### config.mk
export PLATFORM = sky130hd
export DESIGN_NAME = sorted_line_prefix_matcher_top
export DESIGN_NICKNAME = d
export VERILOG_FILES = /design/src/rtl/slpm_pkg.sv /design/src/rtl/slpm_front.sv /design/src/rtl/slpm_queue.sv /design/src/rtl/slpm_back.sv /design/src/rtl/sorted_line_prefix_matcher_top.sv
export SDC_FILE = /design/constraint.sdc
export NUM_CORES = 1
export LEC_CHECK = 0
export BUFFER_PORTS_ARGS = -buffer_cell sky130_fd_sc_hd__buf_2
export CAP_MARGIN = 5
export CORE_AREA = 3 3 198 200
export CTS_CLUSTER_SIZE = 8
export DETAILED_ROUTE_END_ITERATION = 7
export DIE_AREA = 0 0 201 203
export PLACE_DENSITY_LB_ADDON = 0.1
export SLEW_MARGIN = 25
export SYNTH_ARGS = -nofsm -noshare
export SYNTH_HDL_FRONTEND = slang
export SYNTH_SLANG_ARGS = --single-unit
### constraint.sdc
create_clock -name clock -period 5.5 [get_ports clock]
set_input_delay 1.1 -clock clock [delete_from_list [all_inputs] [get_ports clock]]
set_output_delay 1.1 -clock clock [all_outputs]
set_load 0.05 [all_outputs]
### src/rtl/slpm_pkg.sv
`default_nettype none
// ---------------------------------------------------------------------------
// Sorted line prefix matcher package
// Shared types, constants and helper functions for the matcher modules.
// ---------------------------------------------------------------------------
package slpm_pkg;

   localparam int KEY_BYTES_DEF = 32;
   localparam int KEY_WORDS = 4;
   localparam int KEY_REG_BYTES = KEY_WORDS * 8;
   localparam int QUEUE_DEPTH_DEF = 4;
   localparam int CSR_ADDR_W = 6;
   localparam int CSR_DATA_W = 64;
   localparam logic [7:0] NEWLINE_BYTE = 8'd10;

   typedef enum logic [2:0] {
      CSR_KEY_WORD_0  = 3'd0,
      CSR_KEY_WORD_1  = 3'd1,
      CSR_KEY_WORD_2  = 3'd2,
      CSR_KEY_WORD_3  = 3'd3,
      CSR_KEY_LENGTH  = 3'd4,
      CSR_ALNUM_ONLY  = 3'd5,
      CSR_IGNORE_CASE = 3'd6
   } csr_index_type;

   typedef enum logic [1:0] {
      VERDICT_BELOW      = 2'd0,
      VERDICT_MATCH      = 2'd1,
      VERDICT_PAST       = 2'd2,
      VERDICT_AFTER_STOP = 2'd3
   } verdict_type;

   // One classified byte as it travels from the front to the back.
   typedef struct packed {
      logic       newline;
      logic       keep;
      logic       last;
      logic [7:0] folded;
   } item_type;

   function automatic logic [7:0] fold_byte(input logic [7:0] b, input logic fold_en);
      logic [7:0] r;
      r = b;
      if (fold_en && b >= 8'd65 && b <= 8'd90) begin
         r = b + 8'd32;
      end
      return r;
   endfunction

endpackage
`default_nettype wire

### src/rtl/slpm_front.sv
`default_nettype none
// ---------------------------------------------------------------------------
// Matcher front end
// Accepts bytes, applies the character filter and case fold, and pushes
// the classified byte into the queue.
// ---------------------------------------------------------------------------
module slpm_front import slpm_pkg::*; (
   input  wire logic       req_valid,
   input  wire logic [7:0] req_data_byte,
   input  wire logic       req_end_of_list,
   input  wire logic       alnum_only,
   input  wire logic       ignore_case,
   input  wire logic       queue_full,
   output logic            req_stall,
   output logic            push,
   output item_type        push_item
);

   logic is_digit;
   logic is_upper;
   logic is_lower;
   logic is_blank;

   always_comb begin
      is_digit = (req_data_byte >= 8'd48) && (req_data_byte <= 8'd57);
      is_upper = (req_data_byte >= 8'd65) && (req_data_byte <= 8'd90);
      is_lower = (req_data_byte >= 8'd97) && (req_data_byte <= 8'd122);
      is_blank = (req_data_byte == 8'd32) || (req_data_byte == 8'd9);

      push_item.newline = (req_data_byte == NEWLINE_BYTE);
      push_item.keep    = !alnum_only || is_digit || is_upper || is_lower || is_blank;
      push_item.last    = req_end_of_list;
      push_item.folded  = fold_byte(req_data_byte, ignore_case);

      req_stall = queue_full;
      push      = req_valid && !queue_full;
   end

endmodule
`default_nettype wire

### src/rtl/slpm_queue.sv
`default_nettype none
// ---------------------------------------------------------------------------
// Matcher item queue
// Small flip-flop queue that decouples the front end from the back end.
// ---------------------------------------------------------------------------
module slpm_queue import slpm_pkg::*; #(
   parameter int DEPTH = QUEUE_DEPTH_DEF
) (
   input  wire logic clock,
   input  wire logic reset,
   input  wire logic push,
   input  item_type  push_item,
   input  wire logic pop,
   output logic      full,
   output logic      not_empty,
   output item_type  head_item
);

   localparam int PTR_W = (DEPTH > 1) ? $clog2(DEPTH) : 1;
   localparam int CNT_W = $clog2(DEPTH + 1);

   item_type slot_ff [DEPTH];
   logic [PTR_W-1:0] wr_ptr_ff, wr_ptr_in;
   logic [PTR_W-1:0] rd_ptr_ff, rd_ptr_in;
   logic [CNT_W-1:0] count_ff, count_in;

   function automatic logic [PTR_W-1:0] next_ptr(input logic [PTR_W-1:0] p);
      logic [PTR_W-1:0] r;
      if (p == PTR_W'(DEPTH - 1)) begin
         r = '0;
      end else begin
         r = p + PTR_W'(1);
      end
      return r;
   endfunction

   always_comb begin
      full      = (count_ff == CNT_W'(DEPTH));
      not_empty = (count_ff != '0);
      head_item = slot_ff[rd_ptr_ff];
      wr_ptr_in = push ? next_ptr(wr_ptr_ff) : wr_ptr_ff;
      rd_ptr_in = pop ? next_ptr(rd_ptr_ff) : rd_ptr_ff;
      count_in  = count_ff;
      if (push && !pop) begin
         count_in = count_ff + CNT_W'(1);
      end else if (pop && !push) begin
         count_in = count_ff - CNT_W'(1);
      end
   end

   always_ff @(posedge clock) begin
      if (reset) begin
         wr_ptr_ff <= '0;
         rd_ptr_ff <= '0;
         count_ff  <= '0;
      end else begin
         wr_ptr_ff <= wr_ptr_in;
         rd_ptr_ff <= rd_ptr_in;
         count_ff  <= count_in;
      end
   end

   always_ff @(posedge clock) begin
      if (push) begin
         slot_ff[wr_ptr_ff] <= push_item;
      end
   end

endmodule
`default_nettype wire

### src/rtl/slpm_back.sv
`default_nettype none
// ---------------------------------------------------------------------------
// Matcher back end
// Compares classified bytes against the key, tracks the search phase and
// holds the result register.
// ---------------------------------------------------------------------------
module slpm_back import slpm_pkg::*; #(
   parameter int KEY_BYTES = KEY_BYTES_DEF
) (
   input  wire logic                        clock,
   input  wire logic                        reset,
   input  wire logic                        item_valid,
   input  item_type                         item,
   output logic                             pop,
   input  wire logic [KEY_REG_BYTES*8-1:0]  key_vec,
   input  wire logic [5:0]                  key_length,
   input  wire logic                        ignore_case,
   output logic                             rsp_valid,
   input  wire logic                        rsp_stall,
   output logic [1:0]                       rsp_verdict,
   output logic                             rsp_final_line,
   output logic                             rsp_any_match
);

   localparam int KEY_LIMIT = (KEY_BYTES > 63) ? 63 : KEY_BYTES;

   typedef enum logic [1:0] {
      DEC_EQUAL = 2'd0,
      DEC_BELOW = 2'd1,
      DEC_ABOVE = 2'd2
   } decision_type;

   typedef enum logic [1:0] {
      PH_SEARCH = 2'd0,
      PH_RUN    = 2'd1,
      PH_STOP   = 2'd2
   } phase_type;

   logic [5:0]   key_pos_ff, key_pos_in;
   decision_type dec_ff, dec_in;
   phase_type    phase_ff, phase_in;
   logic         matched_ff, matched_in;
   logic         out_valid_ff, out_valid_in;
   verdict_type  out_verdict_ff, out_verdict_in;
   logic         out_final_ff, out_final_in;
   logic         out_any_ff, out_any_in;

   logic [5:0]   klen;
   logic [7:0]   key_raw;
   logic [7:0]   key_cmp;
   logic         emit;
   decision_type dec_w;
   logic [5:0]   pos_w;
   logic         is_match;

   always_comb begin
      klen = (int'(key_length) > KEY_LIMIT) ? 6'(KEY_LIMIT) : key_length;
      if (int'(key_pos_ff) < KEY_REG_BYTES) begin
         key_raw = key_vec[{key_pos_ff[4:0], 3'b000} +: 8];
      end else begin
         key_raw = 8'd0;
      end
      key_cmp = fold_byte(key_raw, ignore_case);

      pop = item_valid && (!out_valid_ff || !rsp_stall);

      key_pos_in     = key_pos_ff;
      dec_in         = dec_ff;
      phase_in       = phase_ff;
      matched_in     = matched_ff;
      out_verdict_in = out_verdict_ff;
      out_final_in   = out_final_ff;
      out_any_in     = out_any_ff;
      emit           = 1'b0;
      dec_w          = dec_ff;
      pos_w          = key_pos_ff;
      is_match       = 1'b0;

      if (pop) begin
         if (!item.newline && dec_ff == DEC_EQUAL && key_pos_ff < klen && item.keep) begin
            if (item.folded < key_cmp) begin
               dec_w = DEC_BELOW;
            end else if (item.folded > key_cmp) begin
               dec_w = DEC_ABOVE;
            end else begin
               pos_w = key_pos_ff + 6'd1;
            end
         end

         if (item.newline || item.last) begin
            emit = 1'b1;
            if (dec_w == DEC_EQUAL && pos_w < klen) begin
               dec_w = DEC_BELOW;
            end
            is_match = (dec_w == DEC_EQUAL);
            out_any_in = matched_ff;
            case (phase_ff)
               PH_SEARCH, PH_RUN: begin
                  if (is_match) begin
                     out_verdict_in = VERDICT_MATCH;
                     phase_in       = PH_RUN;
                     matched_in     = 1'b1;
                     out_any_in     = 1'b1;
                  end else if (phase_ff == PH_SEARCH && dec_w == DEC_BELOW) begin
                     out_verdict_in = VERDICT_BELOW;
                  end else begin
                     out_verdict_in = VERDICT_PAST;
                     phase_in       = PH_STOP;
                  end
               end
               default: begin
                  out_verdict_in = VERDICT_AFTER_STOP;
                  phase_in       = PH_STOP;
               end
            endcase
            out_final_in = item.last;
            key_pos_in   = 6'd0;
            dec_in       = DEC_EQUAL;
            if (item.last) begin
               phase_in   = PH_SEARCH;
               matched_in = 1'b0;
            end
         end else begin
            key_pos_in = pos_w;
            dec_in     = dec_w;
         end
      end

      out_valid_in = emit || (out_valid_ff && rsp_stall);

      rsp_valid      = out_valid_ff;
      rsp_verdict    = out_verdict_ff;
      rsp_final_line = out_final_ff;
      rsp_any_match  = out_any_ff;
   end

   always_ff @(posedge clock) begin
      if (reset) begin
         key_pos_ff   <= '0;
         dec_ff       <= DEC_EQUAL;
         phase_ff     <= PH_SEARCH;
         matched_ff   <= 1'b0;
         out_valid_ff <= 1'b0;
      end else begin
         key_pos_ff   <= key_pos_in;
         dec_ff       <= dec_in;
         phase_ff     <= phase_in;
         matched_ff   <= matched_in;
         out_valid_ff <= out_valid_in;
      end
      out_verdict_ff <= out_verdict_in;
      out_final_ff   <= out_final_in;
      out_any_ff     <= out_any_in;
   end

endmodule
`default_nettype wire

### src/rtl/sorted_line_prefix_matcher_top.sv
`default_nettype none
// ---------------------------------------------------------------------------
// Sorted line prefix matcher, top level
// Scans a sorted line list byte by byte and gives one verdict per line.
// ---------------------------------------------------------------------------
// The byte that closes a line (newline or final byte) passes through the queue,
// and the verdict for that line is then presented from the result register of
// the back end; it transfers when the result side is not stalled.
// Throughput: one byte per cycle while the result side does not stall, bounded
// by the single key-byte compare in the back end that each byte needs.
// Reset is synchronous and active high; it clears the registers to zero, the
// queue, the line state, the search phase and the valid flag of the result register.
// ---------------------------------------------------------------------------
module sorted_line_prefix_matcher_top import slpm_pkg::*; #(
   parameter int KEY_BYTES   = KEY_BYTES_DEF,
   parameter int QUEUE_DEPTH = QUEUE_DEPTH_DEF
) (
   input  wire logic                  clock,
   input  wire logic                  reset,
   // Byte stream.
   input  wire logic                  req_valid,
   output logic                       req_stall,
   input  wire logic [7:0]            req_data_byte,
   input  wire logic                  req_end_of_list,
   // Verdicts.
   output logic                       rsp_valid,
   input  wire logic                  rsp_stall,
   output logic [1:0]                 rsp_verdict,
   output logic                       rsp_final_line,
   output logic                       rsp_any_match,
   // Register port.
   input  wire logic                  csr_psel,
   input  wire logic                  csr_penable,
   input  wire logic                  csr_pwrite,
   input  wire logic [CSR_ADDR_W-1:0] csr_paddr,
   input  wire logic [CSR_DATA_W-1:0] csr_pwdata,
   output logic [CSR_DATA_W-1:0]      csr_prdata,
   output logic                       csr_pready
);

   // Registers. Each sits at an 8-byte aligned address, so the register
   // index is the address bits above the byte offset within a word.
   logic [63:0] key_word_ff [KEY_WORDS];
   logic [5:0]  key_length_ff;
   logic        alnum_only_ff;
   logic        ignore_case_ff;

   logic          csr_write;
   csr_index_type csr_index;
   logic [KEY_REG_BYTES*8-1:0] key_vec;

   // Front to queue and queue to back.
   logic     push;
   item_type push_item;
   logic     queue_full;
   logic     queue_not_empty;
   item_type head_item;
   logic     pop;

   assign csr_pready = 1'b1;
   assign csr_write  = csr_psel && csr_penable && csr_pwrite;
   assign csr_index  = csr_index_type'(csr_paddr[5:3]);

   always_comb begin
      for (int i = 0; i < KEY_WORDS; i++) begin
         key_vec[i*64 +: 64] = key_word_ff[i];
      end
   end

   // Read data follows the address directly; unknown indexes read as zero.
   always_comb begin
      case (csr_index)
         CSR_KEY_WORD_0:  csr_prdata = key_word_ff[0];
         CSR_KEY_WORD_1:  csr_prdata = key_word_ff[1];
         CSR_KEY_WORD_2:  csr_prdata = key_word_ff[2];
         CSR_KEY_WORD_3:  csr_prdata = key_word_ff[3];
         CSR_KEY_LENGTH:  csr_prdata = {58'd0, key_length_ff};
         CSR_ALNUM_ONLY:  csr_prdata = {63'd0, alnum_only_ff};
         CSR_IGNORE_CASE: csr_prdata = {63'd0, ignore_case_ff};
         default:         csr_prdata = '0;
      endcase
   end

   always_ff @(posedge clock) begin
      if (reset) begin
         for (int i = 0; i < KEY_WORDS; i++) begin
            key_word_ff[i] <= '0;
         end
         key_length_ff  <= '0;
         alnum_only_ff  <= 1'b0;
         ignore_case_ff <= 1'b0;
      end else if (csr_write) begin
         case (csr_index)
            CSR_KEY_WORD_0:  key_word_ff[0] <= csr_pwdata;
            CSR_KEY_WORD_1:  key_word_ff[1] <= csr_pwdata;
            CSR_KEY_WORD_2:  key_word_ff[2] <= csr_pwdata;
            CSR_KEY_WORD_3:  key_word_ff[3] <= csr_pwdata;
            CSR_KEY_LENGTH:  key_length_ff  <= csr_pwdata[5:0];
            CSR_ALNUM_ONLY:  alnum_only_ff  <= csr_pwdata[0];
            CSR_IGNORE_CASE: ignore_case_ff <= csr_pwdata[0];
            default: begin
            end
         endcase
      end
   end

   // The front end classifies each byte in the cycle of its transfer and
   // stalls the stream only when the queue is full.
   slpm_front u_front (
      .req_valid       (req_valid),
      .req_data_byte   (req_data_byte),
      .req_end_of_list (req_end_of_list),
      .alnum_only      (alnum_only_ff),
      .ignore_case     (ignore_case_ff),
      .queue_full      (queue_full),
      .req_stall       (req_stall),
      .push            (push),
      .push_item       (push_item)
   );

   // The queue lets the byte stream keep flowing while a verdict waits.
   slpm_queue #(
      .DEPTH (QUEUE_DEPTH)
   ) u_queue (
      .clock     (clock),
      .reset     (reset),
      .push      (push),
      .push_item (push_item),
      .pop       (pop),
      .full      (queue_full),
      .not_empty (queue_not_empty),
      .head_item (head_item)
   );

   // The back end holds the per-line compare state and the search phase,
   // and registers each verdict for the result side.
   slpm_back #(
      .KEY_BYTES (KEY_BYTES)
   ) u_back (
      .clock          (clock),
      .reset          (reset),
      .item_valid     (queue_not_empty),
      .item           (head_item),
      .pop            (pop),
      .key_vec        (key_vec),
      .key_length     (key_length_ff),
      .ignore_case    (ignore_case_ff),
      .rsp_valid      (rsp_valid),
      .rsp_stall      (rsp_stall),
      .rsp_verdict    (rsp_verdict),
      .rsp_final_line (rsp_final_line),
      .rsp_any_match  (rsp_any_match)
   );

   // A matching line always reports that some line has matched.
   assert property (@(posedge clock) disable iff (reset)
      rsp_valid && (rsp_verdict == VERDICT_MATCH) |-> rsp_any_match)
      else $error("match verdict without any_match");

   // A line below the key is only skipped while still searching, before
   // any line of the list has matched.
   assert property (@(posedge clock) disable iff (reset)
      rsp_valid && (rsp_verdict == VERDICT_BELOW) |-> !rsp_any_match)
      else $error("below verdict after a match");

   // The queue is never popped while it is empty.
   assert property (@(posedge clock) disable iff (reset)
      pop |-> queue_not_empty)
      else $error("queue popped while empty");

   // A key length write lands in its register.
   assert property (@(posedge clock) disable iff (reset)
      csr_write && (csr_index == CSR_KEY_LENGTH) |=> key_length_ff == $past(csr_pwdata[5:0]))
      else $error("key length write lost");

endmodule
`default_nettype wire
**Word-level counts from Yosys, hierarchy flattened**

Memory sizes are Yosys's and may differ from the RTL's. A register that Yosys moved wholly into a read port is not among the register bits.
Index checks and enable logic that the tools add are counted.

- Bits in registers: 31
- Bits of input ports: 86
- Memories kept: 2
- Word-level logic and storage cells: 166
- Memory bits (writable): 300

Memories:

| memory | depth | width | read ports | clocked after Yosys merged registers in | wr ports | line | text |
|---|---|---|---|---|---|---|---|
| key_word_ff | 4 | 64 | 4 | 0 | 4 | sorted_line_prefix_matcher_top.sv:43 | `logic [63:0] key_word_ff [KEY_WORDS];` |
| u_queue.slot_ff | 4 | 11 | 1 | 1 | 1 | slpm_queue.sv:22 | `item_type slot_ff [DEPTH];` |

- $add $sub $neg: 7
- Multiplexer cells: 59
- $lt $le $gt $ge: 14
- Bitwise logic cells: 5
- Equality and inequality tests: 15
- Reductions and logical operators: 48
- Shift operators: 1

Operators with widths:

| kind | number |
|---|---|
| $pmux 64 s7 | 1 |
| $mux 64 | 4 |
| $shiftx 256x9->8 | 1 |
| $mux 2 | 18 |
| $mux 6 | 6 |
| $mux 1 | 25 |
| $ge 8x7->1 const B | 3 |
| $le 8x7->1 const B | 3 |
| $mux 8 | 3 |
| $logic_and 1x1->1 | 19 |
| $add 8x6->8 const B | 2 |
| $eq 8x4->1 const B | 2 |
| $eq 3x3->1 const B | 4 |
| $lt 6x6->1 | 2 |
| $eq 8x6->1 const B | 1 |
| $ge 8x6->1 const B | 1 |
| $gt 8x8->1 | 1 |
| $le 8x6->1 const B | 1 |
| $logic_not 2->1 | 4 |
| $logic_or 1x1->1 | 8 |
| $lt 8x8->1 | 1 |
| $reduce_and 2->1 | 4 |
| $logic_not 1->1 | 7 |
| $add 6x1->6 const B | 1 |
| other kinds (18) | 27 |

**Depth between registers and ports, before layout**

Gate-level depths: netlist of run 1.
An unclocked memory read counts as a cell.

- Depth after elaboration: 23
- Gate-level depth with buffers: 26
- Mapped depth without buffers: 22

**Hierarchy**

A second synthesis of run 1 with hierarchy kept.

- Cell total of the unflattened synthesis: 1203
- Area total of the unflattened synthesis: 17757.0 um^2

By module, submodules not included:

| module | cells each | area an instance (um^2) | instances |
|---|---|---|---|
| sorted_line_prefix_matcher_top | 758 | 12047.8 | 1 |
| slpm_back | 305 | 3399.5 | 1 |
| slpm_queue | 101 | 2030.7 | 1 |
| slpm_front | 39 | 279.0 | 1 |

**Least setup slack after synthesis of run 1**

Ideal clock, no wire load.

- Path type: register -> register
- From: register u_back.key_pos_ff[0]
- To: register u_back.out_verdict_ff[1], in the netlist u_back.rsp_verdict[1] (data pin)
- Buffers on the path: 4
- Data arrival time: 5.717 ns
- Cell stages (with the launch flop): 25
- Required time: 5.246 ns
- Path slack: -0.472 ns
- Period minus slack after synthesis: 5.972 ns
- Path through: dfxtp_1 > buf_2 > buf_2 > buf_4 > buf_2 > mux4_2 > mux4_2 > a22o_1 > ha_1 > o41ai_1 > ha_1 > nand4_1 > or2_2 > or3_4 > a311oi_4 > nand4_1 > xnor2_1 > inv_1 > ha_1 > and4_1 > o21ai_0 > a21oi_1 > o31ai_1 > a31o_2 > a21o_2

- Longest elaborated chain between the ends: 20
- Elaborated cells on any way between the ends: 34
- Classes of those cells: 2 x add/sub; 7 x order compare; 1 x eq/ne; 1 x shift; 15 x mux; 8 x reduce/logical

Ends and longest elaborated chain:

| item | line | text |
|---|---|---|
| start, declared | slpm_back.sv:39 | `logic [5:0] key_pos_ff, key_pos_in;` |
| start signal, assigned | slpm_back.sv:145 | `key_pos_ff <= key_pos_in;` |
| $shiftx 256x9->8 or $lt 6x6->1 (tied branches) | slpm_back.sv:59, slpm_back.sv:58 |  |
| $mux 8 | slpm_back.sv:58 | `if (int'(key_pos_ff) < KEY_REG_BYTES) begin` |
| $ge 8x7->1 | slpm_pkg.sv:44 | `if (fold_en && b >= 8'd65 && b <= 8'd90) begin` |
| $logic_and 1x1->1 (2 in series) | slpm_pkg.sv:44 |  |
| $mux 8 | slpm_pkg.sv:44 |  |
| $gt 8x8->1 | slpm_back.sv:83 | `end else if (item.folded > key_cmp) begin` |
| $mux 6 or $mux 2 (tied branches) | slpm_back.sv:83 |  |
| $mux 6 or $mux 2 (tied branches) | slpm_back.sv:81 | `if (item.folded < key_cmp) begin` |
| [3 not listed] | -- |  |
| $logic_and 1x1->1 | slpm_back.sv:92 | `if (dec_w == DEC_EQUAL && pos_w < klen) begin` |
| $mux 2 (*) | slpm_back.sv:92 |  |
| $mux 2 (*) | slpm_back.sv:90 | `if (item.newline \|\| item.last) begin` |
| $mux 2 (*) | slpm_back.sv:79 | `if (pop) begin` |
| $eq 2x1->1 | slpm_back.sv:104 | `end else if (phase_ff == PH_SEARCH && dec_w == DEC_BELOW) begin` |
| $logic_and 1x1->1 | slpm_back.sv:104 |  |
| $mux 2 | slpm_back.sv:104 |  |
| $mux 2 (*) | slpm_back.sv:99 | `if (is_match) begin` |
| end signal, assigned | slpm_back.sv:151 | `out_verdict_ff <= out_verdict_in;` |
| end, declared | slpm_back.sv:44 | `verdict_type out_verdict_ff, out_verdict_in;` |

Mark *: on every way between the ends. The rest lies on a longest branch, timed or not. The select of a mux whose other input is x is not followed.
A chain may end at the register's enable or synchronous reset.

**Worst setup path after layout of run 1**

Ends and elaborated chain as after synthesis.

==> results of run 1 <==
-- timing repair --
action                     in CTS  in global routing
cloned                          2                  0
buffers inserted               19                 10
pin swaps                      19                 34
setup endpoints to repair       6                  6
resized for setup              17                 53
-- power groups by stage --
stage	combinational, W	sequential, W	clock, W
final	0.00107	0.00307	0.00260
after global routing	0.00115	0.00309	0.00276
after global placement	0.00104	0.00312	0
after detailed placement	0.00105	0.00312	0
after CTS	0.00107	0.00307	0.00264
after floorplan	0.000680	0.00312	0
-- kinds of logic (layout without fill, tap and decap cells) --
kind of cell / count (synthesis) / count (layout)
compound gates: 232 / 232
xor+xnor: 8 / 8
fa+ha+maj: 29 / 29
buf+inv: 105 / 357
flops: 333 / 333
mux: 108 / 108
other cells: 1 / 1
simple gates: 449 / 449
-- layer usage --
metal / global-route usage (%) / vias up / wire, µm
met4: 7.50 / 6 / 1140
met1: 32.7 / 5794 / 21500
li1: - / 5292 / -
met2: 40.9 / 353 / 24600
met3: 3.75 / 72 / 2640
met5: 0 / - / 34
-- placed cells by master, fill, tap and decap left out, drive strengths merged, types with 5 or more instances in the layout --
cell type  instances
edfxtp           304
buf              268
and2             262
a22oi            123
nand2             90
mux4              71
clkbuf            67
nor2              35
dfxtp             29
ha                28
mux2i             26
a21oi             23
inv               21
o21ai             19
mux2              11
a21o              11
nand3              9
nor3               7
a22o               7
or3                7
nand4              6
o221ai             6
xnor2              6
a221o              5
a41o               5
nor4               5
a221oi             5
-- synth_stat cells (5+ instances only) --
master | count | area (µm²)
edfxtp_1 | 304 | 9130
and2_1 | 262 | 1640
a22oi_1 | 123 | 923
nand2_1 | 90 | 338
clkbuf_1 | 65 | 244
mux4_2 | 61 | 1370
nor2_1 | 35 | 131
dfxtp_1 | 29 | 581
ha_1 | 28 | 350
mux2i_1 | 26 | 260
a21oi_1 | 23 | 115
inv_1 | 21 | 78.8
o21ai_0 | 19 | 95.1
buf_2 | 12 | 60.1
mux2_2 | 11 | 124
a21o_1 | 10 | 75.1
mux4_1 | 10 | 263
nand3_1 | 9 | 45.0
a22o_1 | 7 | 61.3
nor3_1 | 7 | 35.0
nand4_1 | 6 | 37.5
o221ai_1 | 6 | 52.6
xnor2_1 | 6 | 52.6
a221o_1 | 5 | 50.1
a221oi_1 | 5 | 43.8
a41o_1 | 5 | 50.1
nor4_1 | 5 | 31.3
or3_1 | 5 | 31.3
-- tightest hold or removal path, cell delays in order, from the launching register on --
cell,delay [ns]
dfxtp_1,0.32
nand2_1,0.05
o31ai_1,0.05
-- area by class of cell --
type | count | area, µm²
Fill cell | 3195 | 16900
Sequential cell | 333 | 9720
Multi-Input combinational cell | 827 | 7030
Timing Repair Buffer | 269 | 1880
Clock buffer | 67 | 1290
Tap cell | 511 | 639
Inverter | 21 | 78.8
-- flip-flops by register name (all words and copies together) (netlist names), 2 cells and up, named ones only --
name and count:
key_length_ff 6, key_word_ff 256, u_back.dec_ff 2, u_back.key_pos_ff 6
u_back.phase_ff 2, u_back.rsp_verdict 2, u_queue.count_ff 3, u_queue.rd_ptr_ff 2
u_queue.slot_ff 44, u_queue.wr_ptr_ff 2
-- final timing paths --
| check | start | end | slack (ns) | cells past startpoint |
|---|---|---|---|---|
| worst max-delay path | u_back.key_pos_ff[0] | u_back.rsp_verdict[1] | -0.35 | 26 |
| worst min-delay path | u_back.matched_ff | u_back.matched_ff | 0.46 | 2 |
| worst max register to register | u_back.key_pos_ff[0] | u_back.rsp_verdict[1] | -0.35 | 26 |
| worst min register to register | u_back.matched_ff | u_back.matched_ff | 0.46 | 2 |
-- per-stage QoR --
stage                     worst slack [ns]  hold slack, ns  instance area, µm²  cells
after detailed placement            -0.436           0.447               18700   1934
after CTS                           -0.251           0.455               20300   2021
after floorplan                    0.00401           0.419               16900   1265
after global routing                -0.471           0.484               20600   2028
after global placement              -0.444           0.431               18700   1934
final                               -0.348           0.459               20600   2028
==> metrics, run 1 <==
Layout area overhead=22.7%; antenna fix cells=0; main combinational cell family by area after synthesis=simple AND/OR/NAND/NOR gates; Final Cycle Share=106%; Least-Margin Pin Slew=approximately 0.83 ns; setup TNS=-1.67 ns; Crit path largest cell delay=around 0.54 ns; total number of vias=roughly 12,000; CTS tree=done; Final Setup Violations=6; simple-gate share of the synthesized area=roughly 15%; Reg clk slew, reported paths=approximately 0.05 ns; Max-Cap Viols=0; Max VDD drop=roughly 0.2 mV; P_leak=roughly 7.8 nW; clk buf depth=3; asr flop ratio synth=0%; Tot GR Track Use=approximately 24%; number of global-route vias before repair=about 12,000; initial core utilization=44.8%; Final Hold Viols=0; worst skew pair latency=approximately 0.55 ns; fin nets=between 1,500 and 2,000; wire per inst=around 25 µm; drt via density=around 5.7; row cnt=71; Main synth FF type=edfxtp_1; Post-synth EDFFs=slightly above 300; CTS H-tree depth=2; Reg power frac=45.6%; I/O pins=roughly 160; min Tclk post-route=5.85 ns; slew margin rel.=44.7%; crit path max-delay cell type=mux4_2; Compound-Gate Fraction of Synth Area=roughly 10%; Internal=0.00492 W; largest net degree at the start of global routing=65; register area share after synthesis=between 50 and 60%; RSZ-0062 raised after global routing=true; post-synthesis xor/xnor area fraction=less than 1%; first-pass GRT wire length=around 75,000 µm; synthesized area per cell=approximately 13 µm²; Distinct cells, synth=between 60 and 70; IO Port Bufs=around 150; status=complete, but fails checks; Remaining DRCs=0; Clock power frac=between 30 and 40%; GPL Wtd Cong=between 0.8 and 0.9; skew final=about 0.0098 ns; Hold Crit Class=reg2reg; CTS Sinks=~330; Die X=between 200 and 250 µm; Comb power frac=between 15 and 20%; clock root cell=clkbuf_16; GRT overflow=0; Largest delay share family, worst path=compound AO/OA/AOI/OAI gates; syn_nets=1,380; height of the chip=~200 µm; mux contribution to synthesized area=12.0%; failing checks=negative setup slack; #FFs+latches synth=approximately 330; die area=40,800 µm²; Final ANT Viol Nets=0; first-pass iteration count of the detailed router=5; CP Max Fanout=5; Num CTS Buffers=47; initial antenna violation count=4; Max Fclk=171 MHz; Adder-Cell Fraction of Synth Area=under 10%; warnings from Yosys=0; total power=0.00674 W; number of hold buffers added after cts=0; CP Data Arrival Time=6.15 ns; Syn Inst Count=around 1,300; switching share of power=27.0%; Detail Placement HPWL=33,300 µm; mapped cell area=around 17,000 µm²; Final Max Slew Viols=0; Req. time, crit path=5.80 ns; Worst Slack Setup Final=-0.348 ns; CP Class=reg2reg; DRT iter0 DRCs=a little under 900; layout cell share with drive strength beyond 1=30.4%; startpoint class of the critical path=flip-flop; CP endpoint kind=flip-flop; Sw Pwr=0.00182 W; core area=37,600 µm²; Buf/Inv on CP=7; Total Wirelength=~50,000 µm; pwr/cell area=about 330 nW/µm²; Final Util=54.9%
No activity file was read; power rests on OpenSTA's default activity.
==> inputs of run 2 (changes only) <==
--- a/config.mk
+++ b/config.mk
@@ -8,6 +8,7 @@
 export BUFFER_PORTS_ARGS = -buffer_cell sky130_fd_sc_hd__buf_2
 export CAP_MARGIN = 5
 export CORE_AREA = 3 3 198 200
+export CTS_CLUSTER_DIAMETER = 100
 export CTS_CLUSTER_SIZE = 8
 export DETAILED_ROUTE_END_ITERATION = 7
 export DIE_AREA = 0 0 201 203
==> constraint.sdc (replaced) <==
create_clock -name clock -period 6.3 [get_ports clock]
set_input_delay 1.26 -clock clock [delete_from_list [all_inputs] [get_ports clock]]
set_output_delay 1.26 -clock clock [all_outputs]
set_load 0.05 [all_outputs]
==> metrics, run 2 (synthesis results as in run 1) <==
placed insts=between 1,500 and 2,000; Least-Margin Pin Slew=between 0.9 and 1 ns; Comb power frac=between 10% and 20%; crit path cell chain=buf_12, buf_6, mux4_2, a22oi_1, nand3_1, a32oi_2, a41o_1, a21o_1, o41ai_4, ha_1, nand4_1, or2_2, or3_4, a311oi_4, nand2_1, xnor2_1, ha_1, a21o_1, a21o_1, a21oi_2, a21oi_1, o31ai_1, a31oi_1, a21o_1; worst skew pair latency=between 0.5 and 0.6 ns; R2R setup slack=between 0.2 and 0.3 ns; drt via density=between 5 and 6; Final Cycle Share=95.9%; CP Data Arrival Time=~6.4 ns; Detail Placement HPWL=approximately 33,000 µm; Clock power frac=between 30 and 40%; slew margin rel.=36.1%; skew final=0.0320 ns; clock root cell=clkbuf_16; Final Hold Viols=0; layout cell share with drive strength beyond 1=24.8%; GRT overflow=0; P_leak=approximately 7.3 nW; core area=37,600 µm²; number of global-route vias before repair=about 12,000; max reg flops=256; Layout area overhead=17.8%; CTS Sinks=roughly 330; status=finished clean; commonest non-fill, non-tap cell in the layout=edfxtp_1; largest registers=key_word_ff: 256 flops, u_queue.slot_ff: 44 flops; most flop-heavy register=key_word_ff; Req. time, crit path=6.62 ns; hold slack=roughly 0.46 ns; Hold Crit Class=reg2reg; Non-Filler Instances=slightly below 2,000; fin nets=approximately 1,500; row cnt=71; Final ANT Viol Nets=0; Total Wirelength=49,700 µm; CTS tree=done; Max VDD drop=around 0.21 mV; height of the chip=approximately 200 µm; CP endpoint kind=flip-flop; Remaining DRCs=0; CTS H-tree depth=2; Metal-1 WL=between 20,000 and 25,000 µm; Buf/Inv on CP=2; Tot GR Track Use=between 20% and 30%; most frequent cells in the layout=edfxtp_1 (304), and2_1 (262), buf_2 (152), a22oi_1 (122), nand2_1 (90); CP Class=reg2reg; Max-Cap Viols=0; Max Fclk=roughly 170 MHz; IO Port Bufs=roughly 150; initial antenna violation count=4; Final Setup Violations=0; die area=40,800 µm²; DRT iter0 DRCs=943; CP Max Fanout=6; Num CTS Buffers=47; initial core utilization=44.8%; Highest Signal Layer=met5; crit path max-delay cell type=mux4_2; wire per inst=approximately 25 µm; startpoint class of the critical path=flip-flop; Die X=201 µm; GPL Wtd Cong=~0.86; Internal=0.00427 W; switching share of power=roughly 28%; met3 wire length=roughly 2500 µm; I/O pins=about 160; Largest delay share family, worst path=compound AO/OA/AOI/OAI gates; Crit path largest cell delay=0.54 ns; Reg power frac=45.5%; first-pass GRT wire length=about 75,000 µm; largest net degree at the start of global routing=65; first-pass iteration count of the detailed router=5; clk buf depth=3; pwr/cell area=298 nW/µm²; CP most frequent cell=a21o_1; Sw Pwr=0.00164 W; Final Max Slew Viols=0; total number of vias=about 11,000; min Tclk post-route=6.04 ns; WL met2=around 25,000 µm; Reg clk slew, reported paths=0.05 ns
==> run 2: area by class of cell <==
| cell class | count | area, µm² |
|---|---|---|
| antenna | 4 | 10.0 |
| clock buffer | 75 | 1300 |
| clock inverter | 3 | 30.0 |
| fill | 3227 | 17800 |
| inverter | 21 | 78.8 |
| multi-input combinational | 827 | 6830 |
| sequential | 333 | 9720 |
| tap | 511 | 639 |
| timing repair buffer | 197 | 1210 |
==> run 2: final timing paths <==
path / start / end / cells past startpoint
worst max-delay path: u_back.key_pos_ff[0] / u_back.rsp_verdict[0] / 24
worst min-delay path: u_back.matched_ff / u_back.matched_ff / 2
worst max register to register: u_back.key_pos_ff[0] / u_back.rsp_verdict[0] / 24
worst min register to register: u_back.matched_ff / u_back.matched_ff / 2
==> run 2: power by group through the flow <==
stage | logic, W | registers [W] | clock network (W)
finish | 0.000896 | 0.00269 | 0.00233
CTS | 0.000896 | 0.00269 | 0.00238
detailed placement | 0.000891 | 0.00273 | 0
global placement | 0.000880 | 0.00273 | 0
floorplan | 0.000593 | 0.00272 | 0
global route | 0.000970 | 0.00271 | 0.00246
==> run 2: stage by stage <==
stage	TNS (ns)	area, µm²	util [%]	setup WS, ns	power [W]
after CTS	0	19700	52.3	0.0355	0.00596
after global placement	0	18300	48.6	0.126	0.00361
after floorplan	0	16800	-	0.328	0.00331
final	0	19800	52.7	0.258	0.00592
after global routing	-0.0175	19800	52.7	-0.0175	0.00614
after detailed placement	-0.00804	18300	48.6	-0.00804	0.00363
==> run 2: layer usage <==
| layer | vias to the layer above | global-route usage (%) |
|---|---|---|
| met5 | - | 0 |
| met4 | 2 | 6.98 |
| met3 | 74 | 3.50 |
| met2 | 331 | 40.5 |
| met1 | 5728 | 33.1 |
| li1 | 5162 | - |
==> run 2: worst register-to-register path, stage by stage (launching register included) <==
cell and delay [ns]:
dfxtp_4 0.37, buf_12 0.13, buf_6 0.15, mux4_2 0.54, a22oi_1 0.33, nand3_1 0.20, a32oi_2 0.30, a41o_1 0.25
a21o_1 0.15, o41ai_4 0.09, ha_1 0.31, nand4_1 0.11, or2_2 0.33, or3_4 0.34, a311oi_4 0.40, nand2_1 0.16
xnor2_1 0.16, ha_1 0.29, a21o_1 0.19, a21o_1 0.19, a21oi_2 0.24, a21oi_1 0.11, o31ai_1 0.10, a31oi_1 0.12
a21o_1 0.21
==> run 2: repair_timing <==
action	CTS	global route
pin swaps	0	5
resized for setup	0	19
endpoints found under the setup margin	2	6
setup buffers	3	7
cloned	0	0
hold buffers	0	0
==> inputs of run 3 (changes only) <==
--- a/config.mk
+++ b/config.mk
@@ -7,11 +7,11 @@
 export LEC_CHECK = 0
 export BUFFER_PORTS_ARGS = -buffer_cell sky130_fd_sc_hd__buf_2
 export CAP_MARGIN = 5
-export CORE_AREA = 3 3 198 200
+export CORE_AREA = 3 3 224 226
 export CTS_CLUSTER_DIAMETER = 100
 export CTS_CLUSTER_SIZE = 8
 export DETAILED_ROUTE_END_ITERATION = 7
-export DIE_AREA = 0 0 201 203
+export DIE_AREA = 0 0 227 229
 export PLACE_DENSITY_LB_ADDON = 0.1
 export SLEW_MARGIN = 25
 export SYNTH_ARGS = -nofsm -noshare
==> metrics, run 3 (synthesis results as in run 1) <==
Max VDD drop=around 0.16 mV; Final Hold Viols=0; Num CTS Buffers=47; most frequent cells in the layout=edfxtp_1 (304), and2_1 (262), buf_2 (152), a22oi_1 (122), nand2_1 (90); core area=48,500 µm²; number of global-route vias before repair=roughly 11,000; Max Fclk=~160 MHz; die area=around 52,000 µm²; DRT iter0 DRCs=roughly 850; Layout area overhead=19.7%; IO Port Bufs=152; number of hold buffers added after cts=0; P_leak=around 7.4 nW; skew final=between 0.02 and 0.025 ns; drt via density=approximately 5.4; I/O pins=roughly 160; crit path cell chain=buf_12, mux4_2, a22o_1, a211o_1, nand3_1, o21ai_0, a21o_1, o41ai_2, ha_1, nand4_1, or2_2, or3_4, a311oi_4, buf_4, nand4_1, xnor2_2, inv_1, ha_1, and4_1, o21ai_0, a21oi_1, o31ai_1, a31o_2, a21o_2; worst skew pair latency=between 0.5 and 0.6 ns; hold slack=around 0.45 ns; largest net degree at the start of global routing=65; Reg clk slew, reported paths=~0.06 ns; Remaining DRCs=0; CP Max Fanout=10; total number of vias=between 10,000 and 15,000; Max-Cap Viols=0; CP Data Arrival Time=roughly 6.4 ns; Non-Filler Instances=2,098; pwr/cell area=296 nW/µm²; Tot GR Track Use=20.3%; clock root cell=clkbuf_16; slew margin rel.=40.7%; placed insts=between 1,500 and 2,000; R2R depth=24; Total Wirelength=53,300 µm; Final Cycle Share=between 90% and 100%; Final Max Slew Viols=0; CTS H-tree depth=2; CTS tree=done; Final Util=approximately two fifths; fin nets=approximately 1,600; Critical Path Start=u_back.key_pos_ff[0]; GRT overflow=0; R2R setup slack=about 0.24 ns; Crit path largest cell delay=between 0.5 and 0.6 ns; Seq. cell area=9720 µm²; FF-to-FF Start=u_back.key_pos_ff[0]; Detail Placement HPWL=between 30,000 and 40,000 µm; first-pass GRT wire length=78,000 µm; first-pass iteration count of the detailed router=5; min Tclk post-route=~6.1 ns; fillers=about 4,600; status=finished clean; Hold Crit Class=reg2reg; crit path max-delay cell type=mux4_2; Multi-input gate area=around 6800 µm²; commonest non-fill, non-tap cell in the layout=edfxtp_1; wire per inst=25.4 µm; layout cell share with drive strength beyond 1=25.3%; Hold Crit Depth=2; largest registers=key_word_ff: 256 flops, u_queue.slot_ff: 44 flops; CTS Sinks=roughly 330; Final Setup Violations=0; Final ANT Viol Nets=0; most flop-heavy register=key_word_ff; initial core utilization=between 30% and 40%; Die X=about 230 µm; Least-Margin Pin Slew=about 0.89 ns; row cnt=81; GPL Wtd Cong=~0.8; startpoint class of the critical path=flip-flop; CP endpoint kind=flip-flop; setup TNS=0 ns; Hold Path Origin=u_back.matched_ff; clk buf depth=3; height of the chip=229 µm; initial antenna violation count=10; max reg flops=~260; CP Class=reg2reg; Req. time, crit path=6.62 ns
==> run 3: changes by cell type in the layout (fill, tap and decap cells not counted), sizes merged <==
cell and delta:
buf +12, clkinv -2, diode +3, inv +2
clkbuf +1
==> run 3: where the power goes <==
group	switching (W)	internal [W]	total, W
combinational	0.000603	0.000299	0.000902
clock	0.000968	0.00140	0.00236
sequential	0.000111	0.00258	0.00269
total	0.00168	0.00427	0.00596
==> run 3: critical path, delay by kind of cell (launching register included) <==
family                   cells  cell delay, ns
adder cells (fa/ha/maj)      2            0.48
XOR/XNOR                     1            0.19
multiplexers                 1            0.55
flip-flops                   1            0.45
AND/OR/NAND/NOR              6            1.24
AO/OA/AOI/OAI               11            2.46
buffers and inverters        3            0.44
==> run 3: final cells by class <==
cell class                 instances  share of cell area [%]
antenna                            7                  0.0870
clock buffer                      75                    6.41
clock inverter                     3                   0.242
tap                              622                    3.86
inverter                          21                   0.391
timing repair buffer             210                    6.84
sequential                       333                    48.3
multi-input combinational        827                    33.9
==> run 3: path summary, 6_finish.rpt <==
path / to
worst min-delay path: u_back.matched_ff
worst max-delay path: u_back.rsp_verdict[1]
worst max register to register: u_back.rsp_verdict[1]
worst min register to register: u_back.matched_ff
==> run 3: per-layer routing <==
metal / part of all wire (%) / global-route usage [%] / up-vias
met5: 0.077 / 0 / -
met1: 44 / 28.0 / 5756
met3: 5.8 / 3.52 / 89
li1: - / - / 5196
met2: 48 / 32.6 / 383
met4: 2.7 / 6.55 / 6
==> run 3: metrics by stage <==
stage | total power [W] | worst slack [ns] | instance area, µm²
detailed placement | 0.00364 | 0.0268 | 18500
global route | 0.00621 | -0.00701 | 20100
global placement | 0.00363 | 0.0418 | 18500
CTS | 0.00603 | 0.0753 | 19900
finish | 0.00596 | 0.238 | 20100
floorplan | 0.00331 | 0.328 | 16800
==> run 3: repair_timing <==
item,CTS,global route
endpoints found under the hold margin,0,0
setup buffers,1,14
pin swaps,0,4
gates resized for setup,0,15
setup endpoints to repair,1,6
gates cloned,0,1
